<file path="src/ctnhr_pkg.sv">
// Shared types, constants and helpers for the cell topology next-hop router.
`timescale 1ns / 1ps

package ctnhr_pkg;

  localparam int ID_W   = 16;
  localparam int RS_W   = 6;
  localparam int GEO_W  = 4;
  localparam int BASE_W = 9;
  localparam int OFF_W  = RS_W + BASE_W;
  localparam int Q_W    = 15;
  localparam int RCP_W  = 15;
  localparam int PAIR_W = GEO_W + 1;
  localparam int CFG_IDX_W  = 2;
  localparam int CFG_DATA_W = 6;

  localparam logic [CFG_IDX_W-1:0] CFG_RACK_SERVERS = 2'd0;
  localparam logic [CFG_IDX_W-1:0] CFG_HALF_WIDTH   = 2'd1;
  localparam logic [CFG_IDX_W-1:0] CFG_HALF_HEIGHT  = 2'd2;

  localparam logic [RS_W-1:0]  RACK_SERVERS_RST = 6'd4;
  localparam logic [GEO_W-1:0] HALF_WIDTH_RST   = 4'd2;
  localparam logic [GEO_W-1:0] HALF_HEIGHT_RST  = 4'd2;

  // floor(65536 / (2x+1)), indexed by the effective half width
  localparam logic [RCP_W-1:0] RECIP_TBL [16] = '{
    15'd21845, 15'd21845, 15'd13107, 15'd9362, 15'd7281, 15'd5957, 15'd5041, 15'd4369,
    15'd3855,  15'd3449,  15'd3120,  15'd2849, 15'd2621, 15'd2427, 15'd2259, 15'd2114
  };

  typedef struct packed {
    logic [ID_W-1:0]  cur;
    logic             tie;
    logic [OFF_W-1:0] off;
    logic             rej;
    logic             arr;
  } meta_t;

  typedef struct packed {
    logic [ID_W-1:0]  row;
    logic [GEO_W-1:0] col;
  } split_t;

  function automatic logic [GEO_W-1:0] geom(input logic [GEO_W-1:0] v);
    geom = (v == '0) ? GEO_W'(1) : v;
  endfunction

  function automatic logic [BASE_W-1:0] grid_base(input logic [GEO_W-1:0] hw,
                                                  input logic [GEO_W-1:0] hh);
    logic [GEO_W-1:0]  gx;
    logic [GEO_W-1:0]  gy;
    logic [BASE_W-1:0] xy;
    gx = geom(hw);
    gy = geom(hh);
    xy = BASE_W'(gx * gy);
    grid_base = BASE_W'({xy, 1'b0}) + BASE_W'(gy) - BASE_W'(gx) - BASE_W'(1);
  endfunction

  function automatic split_t split_fix(input logic [ID_W-1:0]  s,
                                       input logic [ID_W-1:0]  qp,
                                       input logic [Q_W-1:0]   q,
                                       input logic [GEO_W-1:0] gx);
    logic [ID_W-1:0] rem;
    logic [ID_W-1:0] qc;
    logic [ID_W-1:0] pair;
    split_t r;
    pair = ID_W'({gx, 1'b1});
    rem  = s - qp;
    qc   = ID_W'(q);
    if (rem >= pair) begin
      rem = rem - pair;
      qc  = qc + ID_W'(1);
    end
    r.row = {qc[ID_W-2:0], 1'b0};
    r.col = rem[GEO_W-1:0];
    if (rem >= ID_W'(gx)) begin
      r.row[0] = 1'b1;
      r.col    = GEO_W'(rem - ID_W'(gx));
    end
    split_fix = r;
  endfunction

endpackage

</file>
<file path="src/cell_topology_next_hop_router_unit.sv">
// Top level of the cell topology next-hop router: seven-stage pipelined route lookup.
`timescale 1ns / 1ps

// Usage:
//   in_*  : one lookup per item (current node, target node, tie bit), valid/ready.
//   out_* : one result per item (next node, arrived, rejected), valid/ready.
//   cfg_* : register writes (index 0 rack servers, 1 half width, 2 half height);
//           cfg_ready is always high. Write only while no item is in flight.
// Pipeline: seven register stages (offset product, offset subtract, reciprocal
//   multiply, quotient back-multiply, remainder correction, port choice, id
//   rebuild). Throughput: one item per cycle while out_ready stays high, set by
//   the per-stage pipeline; every stage holds one item.
// Stalls: each stage loads when it is empty or the stage after it moves, so
//   bubbles close up while out_ready is low; items are held, never dropped.
// Reset: rst_n low clears all valid bits and restores the registers to
//   rack servers 4, half width 2, half height 2.
// Ids below the switch offset give rejected with next node 0; equal ids not
//   below it give arrived with next node equal to the current node.
module cell_topology_next_hop_router_unit
  import ctnhr_pkg::*;
(
  input  logic                  clk,
  input  logic                  rst_n,
  input  logic                  in_valid,
  output logic                  in_ready,
  input  logic [ID_W-1:0]       in_current_node,
  input  logic [ID_W-1:0]       in_target_node,
  input  logic                  in_tie_bit,
  output logic                  out_valid,
  input  logic                  out_ready,
  output logic [ID_W-1:0]       out_next_node,
  output logic                  out_arrived,
  output logic                  out_rejected,
  input  logic                  cfg_valid,
  output logic                  cfg_ready,
  input  logic [CFG_IDX_W-1:0]  cfg_index,
  input  logic [CFG_DATA_W-1:0] cfg_data
);

  logic [RS_W-1:0]   rack_servers_r, rack_servers_nxt;
  logic [GEO_W-1:0]  half_width_r, half_width_nxt;
  logic [GEO_W-1:0]  half_height_r, half_height_nxt;
  logic [BASE_W-1:0] base_r;
  logic [GEO_W-1:0]  gx, gy;
  logic [PAIR_W-1:0] pair;
  logic [RCP_W-1:0]  recip;

  logic s1_v_r, s2_v_r, s3_v_r, s4_v_r, s5_v_r, s6_v_r, s7_v_r;
  logic en1, en2, en3, en4, en5, en6, en7;

  logic [ID_W-1:0] s1_dst_r;
  meta_t           s1_m_r, s2_m_r, s3_m_r, s4_m_r, s5_m_r, s6_m_r;
  meta_t           s2_m_nxt;
  logic [ID_W-1:0] s2_sc_r, s2_sd_r, s3_sc_r, s3_sd_r, s4_sc_r, s4_sd_r;
  logic [Q_W-1:0]  s3_qc_r, s3_qd_r, s4_qc_r, s4_qd_r;
  logic [ID_W-1:0] s4_qpc_r, s4_qpd_r;
  split_t          s5_w_r, s5_t_r, sp_w, sp_t;
  logic [ID_W-1:0] s6_wy_r, nwy;
  logic [GEO_W:0]  s6_wx_r, nwx;

  logic [ID_W-1:0] out_next_node_r;
  logic            out_arrived_r, out_rejected_r;

  logic [2*ID_W-1:0] prod_c, prod_d;
  logic [Q_W+PAIR_W-1:0] qp_c, qp_d;
  logic signed [17:0] dx, dy;
  logic [ID_W+GEO_W:0] id_sum;

  // configuration
  assign cfg_ready = 1'b1;

  always_comb begin
    rack_servers_nxt = rack_servers_r;
    half_width_nxt   = half_width_r;
    half_height_nxt  = half_height_r;
    if (cfg_valid) begin
      case (cfg_index)
        CFG_RACK_SERVERS: rack_servers_nxt = cfg_data[RS_W-1:0];
        CFG_HALF_WIDTH:   half_width_nxt   = cfg_data[GEO_W-1:0];
        CFG_HALF_HEIGHT:  half_height_nxt  = cfg_data[GEO_W-1:0];
        default: ;
      endcase
    end
  end

  always_ff @(posedge clk) begin
    if (!rst_n) begin
      rack_servers_r <= RACK_SERVERS_RST;
      half_width_r   <= HALF_WIDTH_RST;
      half_height_r  <= HALF_HEIGHT_RST;
      base_r         <= grid_base(HALF_WIDTH_RST, HALF_HEIGHT_RST);
    end else begin
      rack_servers_r <= rack_servers_nxt;
      half_width_r   <= half_width_nxt;
      half_height_r  <= half_height_nxt;
      base_r         <= grid_base(half_width_nxt, half_height_nxt);
    end
  end

  assign gx    = geom(half_width_r);
  assign gy    = geom(half_height_r);
  assign pair  = {gx, 1'b1};
  assign recip = RECIP_TBL[gx];

  // stage enables
  assign en7 = !s7_v_r || out_ready;
  assign en6 = !s6_v_r || en7;
  assign en5 = !s5_v_r || en6;
  assign en4 = !s4_v_r || en5;
  assign en3 = !s3_v_r || en4;
  assign en2 = !s2_v_r || en3;
  assign en1 = !s1_v_r || en2;
  assign in_ready = en1;

  always_ff @(posedge clk) begin
    if (!rst_n) begin
      s1_v_r <= 1'b0;
      s2_v_r <= 1'b0;
      s3_v_r <= 1'b0;
      s4_v_r <= 1'b0;
      s5_v_r <= 1'b0;
      s6_v_r <= 1'b0;
      s7_v_r <= 1'b0;
    end else begin
      if (en1) s1_v_r <= in_valid;
      if (en2) s2_v_r <= s1_v_r;
      if (en3) s3_v_r <= s2_v_r;
      if (en4) s4_v_r <= s3_v_r;
      if (en5) s5_v_r <= s4_v_r;
      if (en6) s6_v_r <= s5_v_r;
      if (en7) s7_v_r <= s6_v_r;
    end
  end

  // datapath
  always_comb begin
    s2_m_nxt     = s1_m_r;
    s2_m_nxt.rej = (s1_m_r.cur < ID_W'(s1_m_r.off)) || (s1_dst_r < ID_W'(s1_m_r.off));
    s2_m_nxt.arr = s1_m_r.cur == s1_dst_r;
  end

  assign prod_c = s2_sc_r * {1'b0, recip};
  assign prod_d = s2_sd_r * {1'b0, recip};
  assign qp_c   = s3_qc_r * pair;
  assign qp_d   = s3_qd_r * pair;
  assign sp_w   = split_fix(s4_sc_r, s4_qpc_r, s4_qc_r, gx);
  assign sp_t   = split_fix(s4_sd_r, s4_qpd_r, s4_qd_r, gx);

  always_comb begin
    dx  = $signed({14'd0, s5_t_r.col}) - $signed({14'd0, s5_w_r.col});
    dy  = $signed({2'd0, s5_t_r.row}) - $signed({2'd0, s5_w_r.row});
    nwy = s5_w_r.row;
    nwx = {1'b0, s5_w_r.col};
    if (!s5_w_r.row[0]) begin
      if (dx > 0 && dy > 0 && dx >= dy) begin
        nwx = nwx + 5'd1;
        nwy = nwy + 16'd1;
      end else if (dy > 1) begin
        nwy = nwy + 16'd2;
      end else if (dx <= 0 && dy > 0) begin
        nwy = nwy + 16'd1;
      end else if (dy < -1) begin
        nwy = nwy - 16'd2;
      end else if (dx <= 0 && dy < 0) begin
        nwy = nwy - 16'd1;
      end else if (dx > 0 && dy < 0 && dx >= -dy) begin
        nwx = nwx + 5'd1;
        nwy = nwy - 16'd1;
      end else if (dy == 0 && dx != 0) begin
        if (dx > 0) nwx = nwx + 5'd1;
        if (s5_w_r.row == '0) nwy = nwy + 16'd1;
        else if (s5_w_r.row == ID_W'({gy, 1'b0})) nwy = nwy - 16'd1;
        else if (s5_m_r.tie) nwy = nwy + 16'd1;
        else nwy = nwy - 16'd1;
      end
    end else begin
      if (dx > 0 && dy < 0 && dx <= -dy) begin
        nwy = nwy - 16'd1;
      end else if (dx > 0 && (dy == 0 || (dy < 0 && dx > -dy) || (dy > 0 && dx > dy))) begin
        nwx = nwx + 5'd1;
      end else if (dx > 0 && dy > 0 && dx <= dy) begin
        nwy = nwy + 16'd1;
      end else if (dx < 0 && dy > 0 && -dx <= dy) begin
        nwx = nwx - 5'd1;
        nwy = nwy + 16'd1;
      end else if (dx < 0 && (dy == 0 || (dy > 0 && -dx > dy) || (dy < 0 && -dx > -dy))) begin
        nwx = nwx - 5'd1;
      end else if (dx < 0 && dy < 0 && -dx <= -dy) begin
        nwx = nwx - 5'd1;
        nwy = nwy - 16'd1;
      end else if (dx == 0 && dy != 0) begin
        if (dy > 0) nwy = nwy + 16'd1;
        else nwy = nwy - 16'd1;
        if (s5_w_r.col == '0 || dy == 1 || dy == -1) begin
        end else if ({1'b0, s5_w_r.col} == {gx, 1'b0}) begin
          nwx = nwx - 5'd1;
        end else if (!s5_m_r.tie) begin
          nwx = nwx - 5'd1;
        end
      end
    end
  end

  assign id_sum = (ID_W+GEO_W+1)'(s6_wy_r * gx) + (ID_W+GEO_W+1)'(s6_wy_r >> 1)
                + (ID_W+GEO_W+1)'(s6_wx_r) + (ID_W+GEO_W+1)'(s6_m_r.off);

  always_ff @(posedge clk) begin
    if (en1) begin
      s1_m_r.cur <= in_current_node;
      s1_m_r.tie <= in_tie_bit;
      s1_m_r.off <= OFF_W'(rack_servers_r * base_r);
      s1_m_r.rej <= 1'b0;
      s1_m_r.arr <= 1'b0;
      s1_dst_r   <= in_target_node;
    end
    if (en2) begin
      s2_m_r     <= s2_m_nxt;
      s2_sc_r    <= s1_m_r.cur - ID_W'(s1_m_r.off);
      s2_sd_r    <= s1_dst_r - ID_W'(s1_m_r.off);
    end
    if (en3) begin
      s3_m_r  <= s2_m_r;
      s3_sc_r <= s2_sc_r;
      s3_sd_r <= s2_sd_r;
      s3_qc_r <= prod_c[ID_W+Q_W-1:ID_W];
      s3_qd_r <= prod_d[ID_W+Q_W-1:ID_W];
    end
    if (en4) begin
      s4_m_r   <= s3_m_r;
      s4_sc_r  <= s3_sc_r;
      s4_sd_r  <= s3_sd_r;
      s4_qc_r  <= s3_qc_r;
      s4_qd_r  <= s3_qd_r;
      s4_qpc_r <= qp_c[ID_W-1:0];
      s4_qpd_r <= qp_d[ID_W-1:0];
    end
    if (en5) begin
      s5_m_r <= s4_m_r;
      s5_w_r <= sp_w;
      s5_t_r <= sp_t;
    end
    if (en6) begin
      s6_m_r  <= s5_m_r;
      s6_wy_r <= nwy;
      s6_wx_r <= nwx;
    end
    if (en7) begin
      out_arrived_r  <= s6_m_r.arr && !s6_m_r.rej;
      out_rejected_r <= s6_m_r.rej;
      if (s6_m_r.rej) out_next_node_r <= '0;
      else if (s6_m_r.arr) out_next_node_r <= s6_m_r.cur;
      else out_next_node_r <= id_sum[ID_W-1:0];
    end
  end

  assign out_valid     = s7_v_r;
  assign out_next_node = out_next_node_r;
  assign out_arrived   = out_arrived_r;
  assign out_rejected  = out_rejected_r;

endmodule

</file>
<file path="config.mk">
export PLATFORM = sky130hd
export DESIGN_NAME = cell_topology_next_hop_router_unit
export DESIGN_NICKNAME = d
export VERILOG_FILES = /design/src/ctnhr_pkg.sv /design/src/cell_topology_next_hop_router_unit.sv
export SDC_FILE = /design/constraint.sdc
export NUM_CORES = 2
export LEC_CHECK = 0
export BUFFER_PORTS_ARGS = -buffer_cell sky130_fd_sc_hd__buf_4
export CORE_AREA = 10 10 547 281
export DETAILED_ROUTE_END_ITERATION = 8
export DIE_AREA = 0 0 557 291
export PLACE_DENSITY = 0.6
export SYNTH_ARGS = -nofsm -noshare
export SYNTH_HDL_FRONTEND = slang
export SYNTH_SLANG_ARGS = --single-unit
</file>
<file path="constraint.sdc">
create_clock -name clk -period 13.1 [get_ports clk]
set_clock_uncertainty 0.1 [all_clocks]
set_input_delay 2.62 -clock clk [delete_from_list [all_inputs] [get_ports clk]]
set_output_delay 2.62 -clock clk [all_outputs]
set_load 0.01 [all_outputs]
</file>
==> qor.yml <==
grt:
  gr-max-usage-layer: "met1"
  grt_max_degree: 75
  grt_use_total_pct: 18.4
  grt_use_met3_pct: 8.14
  met2_usage_pct: 21.5
  grt_pass1_wl_um: 230000
  antenna_found_initial: 10
  grt_overflow: 0
  grt_pass1_vias: 35387
  grt_util_met1_pct: 29.9
critical_path:
  slowest_stage: "dfxtp_1"
  cp.depth: 28
  critPathCaptureType: "flip-flop"
  r2r-start: "half_width_r[0]"
  timing.rr.end: "s3_qd_r[14]"
  cp_max_fo: 17
  critPathLaunch: "half_width_r[0]"
  cp-endpoint: "s3_qd_r[14]"
  worstPathRequired_ns: 13.36
  crit_path_max_incr_delay_ns: 0.89
  crit_arrival_ns: 9.63
  rrSetupSlack_ns: 3.73
  cp_top_family: "adder cells"
  crit_type: "reg2reg"
  path_common_cell: "fa_1"
  crit_buf_inv: 4
  r2r_cells: 28
  crit_path_start_kind: "flip-flop"
cts:
  clock_latency_ns: 0.63
  numCtsBuffers: 47
  cts_tree: "yes"
  clock_path_buffers: 3
  postCtsHoldBufs: 0
  clk_pin_slew_ns: 0.07
  htreeDepth: 2
  root_buffer: "clkbuf_16"
  cts_sinks: 512
  cts_setup_buffers: 0
  postCtsResizedCells: 0
sta:
  tns_ns: 0
  tightest_slew_ns: 1.30
  maxSlewViolCount: 0
  period_share_pct: 71.5
  grt_setup_unrepaired: "false"
  min_period_ns: 9.37
  timing.fmax_ghz: 0.107
  setup_viol: 0
  slew_headroom_pct: 11.4
  hold_viol: 0
layout:
  fin_nets: 6046
  fillers: 14116
  drive_gt1_share_pct: 6.39
  area_growth_pct: 9.08
  fin_area_um2: 54800
worst_hold_path:
  hp-class: "reg2reg"
synth:
  synthesis.area_um2: 50200
  syn_inst: 4971
  synth_edf_count: 482
  yosys_most_used_dff: "edfxtp_1"
  ys_types: 112
  ys_warn_count: 0
  async_flop_share_pct: 0
  ys_ff_latch: 512
  synth_fp_nets: 6028
  avgSynthCellArea_um2: 10.1
  ys_seq_area_share_pct: 30.0
placement:
  place_area_um2: 53100
  dp_hpwl_um: 120000
  port_buffers: 65
  globalplace.congestion: 1.03
routing:
  drc: 0
  vias_per_cell: 5.23
  route.final.wire_length_um: 153000
  drt_first_pass_iters: 6
  wl_per_cell_um: 22.0
  drt_iter0_drc: 3775
  drtAntennaViolNets: 0
  vias: 36358
status:
  status: "finished, final reports clean"
die:
  start_util_pct: 34.7
  core_um2: 145000
  dieWidth_um: 557
  fp.dieArea_um2: 162000
  rows: 99
  die_h_um: 291
  io_pins: 67
job:
  drv_cap: 0
==> per-stage QoR <==
| stage | util (%) | setup slack [ns] | instances | hold slack, ns |
|---|---|---|---|---|
| after floorplan | - | 5.13 | 4971 | 0.300 |
| after global placement | 36.7 | 4.07 | 6859 | 0.300 |
| after detailed placement | 36.7 | 3.83 | 6859 | 0.305 |
| after CTS | 37.9 | 3.78 | 6944 | 0.302 |
| after global routing | 37.9 | 3.16 | 6945 | 0.315 |
| final | 37.9 | 3.73 | 6949 | 0.312 |
==> registers in the layout, indices dropped and copies added (netlist names), 16 cells and up <==
register,flops
s3_m_r,34
s4_m_r,34
s3_sc_r,16
s4_sd_r,16
s5_t_r,20
s2_sd_r,16
s5_m_r,34
s5_w_r,20
s6_m_r,33
s3_sd_r,16
s6_wy_r,16
s1_m_r,32
out_next_node,16
s1_dst_r,16
s4_sc_r,16
s2_sc_r,16
s2_m_r,34
==> cell type report <==
| cell class | instances | area, um^2 | area share [%] |
|---|---|---|---|
| multi-input cells | 3493 | 31600 | 57.7 |
| clock buffers | 51 | 1210 | 2.21 |
| inverters | 792 | 2980 | 5.44 |
| flip-flops and latches | 512 | 15100 | 27.5 |
| clock inverters | 34 | 414 | 0.756 |
| diodes | 5 | 12.5 | 0.0229 |
| well taps | 1919 | 2400 | 4.39 |
| repair buffers | 143 | 1070 | 1.96 |
==> Yosys cell counts (all sizes together) (9+ instances only) <==
cell type,n,area (um^2)
a211oi,22,183
a21boi,33,251
a21o,53,399
a21oi,176,915
a221o,9,90.1
a221oi,13,139
a31oi,17,106
and2,317,1990
and3,65,408
buf,13,75.1
clkbuf,161,616
dfxtp,30,601
edfxtp,482,14500
fa,531,10600
ha,480,6010
inv,784,2940
mux2,12,135
mux2i,38,380
nand2,532,2000
nand2b,21,131
nand3,58,295
nand4,45,303
nor2,255,957
nor2b,35,219
nor3,66,342
nor4,20,161
o2111ai,10,93.8
o211ai,11,82.6
o21a,41,308
o21ai,133,673
o21bai,35,263
o221ai,9,85.1
o22ai,17,106
o31a,9,80.1
o31ai,23,188
or2,15,93.8
or3,21,131
or4,10,82.6
xnor2,192,1690
xor2,54,473
==> cells by family (layout without fill, tap and decap cells) <==
group,Yosys count,count (layout),synth area share (%)
simple gates,1488,1488,14.7
fa+ha+maj,1012,1012,33.2
buf+inv,966,1020,7.30
compound gates,695,695,9.46
flops,512,512,30.0
xor+xnor,247,247,4.35
mux,50,50,1.03
other cells,1,6,0.00747
==> metal layers <==
metal | wire, um | share of wire [%]
met3 | 20500 | 13
met1 | 77800 | 51
met4 | 1830 | 1.2
met2 | 52000 | 34
met5 | 440 | 0.29
==> worst min path at each step <==
stage | startpoint | end | slack, ns | depth (start not counted)
4_1_cts | s2_m_r[5] | s3_m_r[5] | 0.30 | 0
3_5_place_dp | s2_m_r[13] | s3_m_r[13] | 0.30 | 0
2_1_floorplan | s1_m_r[17] | s2_m_r[17] | 0.30 | 0
6_report | s3_sc_r[11] | s4_sc_r[11] | 0.31 | 0
3_3_place_gp | s5_m_r[15] | s6_m_r[15] | 0.30 | 0
5_1_grt | s2_m_r[5] | s3_m_r[5] | 0.31 | 0
==> cell usage in the layout (no fill, tap or decap), types with 38 or more instances in the layout <==
cell type and count:
ha_1 480, o21a_1 41, nand2_1 529, xnor2_1 191, o21ai_0 127, xor2_1 54
clkbuf_16 48, nand4_1 43, edfxtp_1 482, and2_1 316, nand3_1 57, and3_1 64
fa_1 531, a21o_1 52, mux2i_1 38, nor2_1 254, buf_4 143, a21oi_1 165
inv_1 779, nor3_1 63
Power is not shown: default switching activity piles up to over one toggle a cycle in this logic, so the estimate is an artifact.
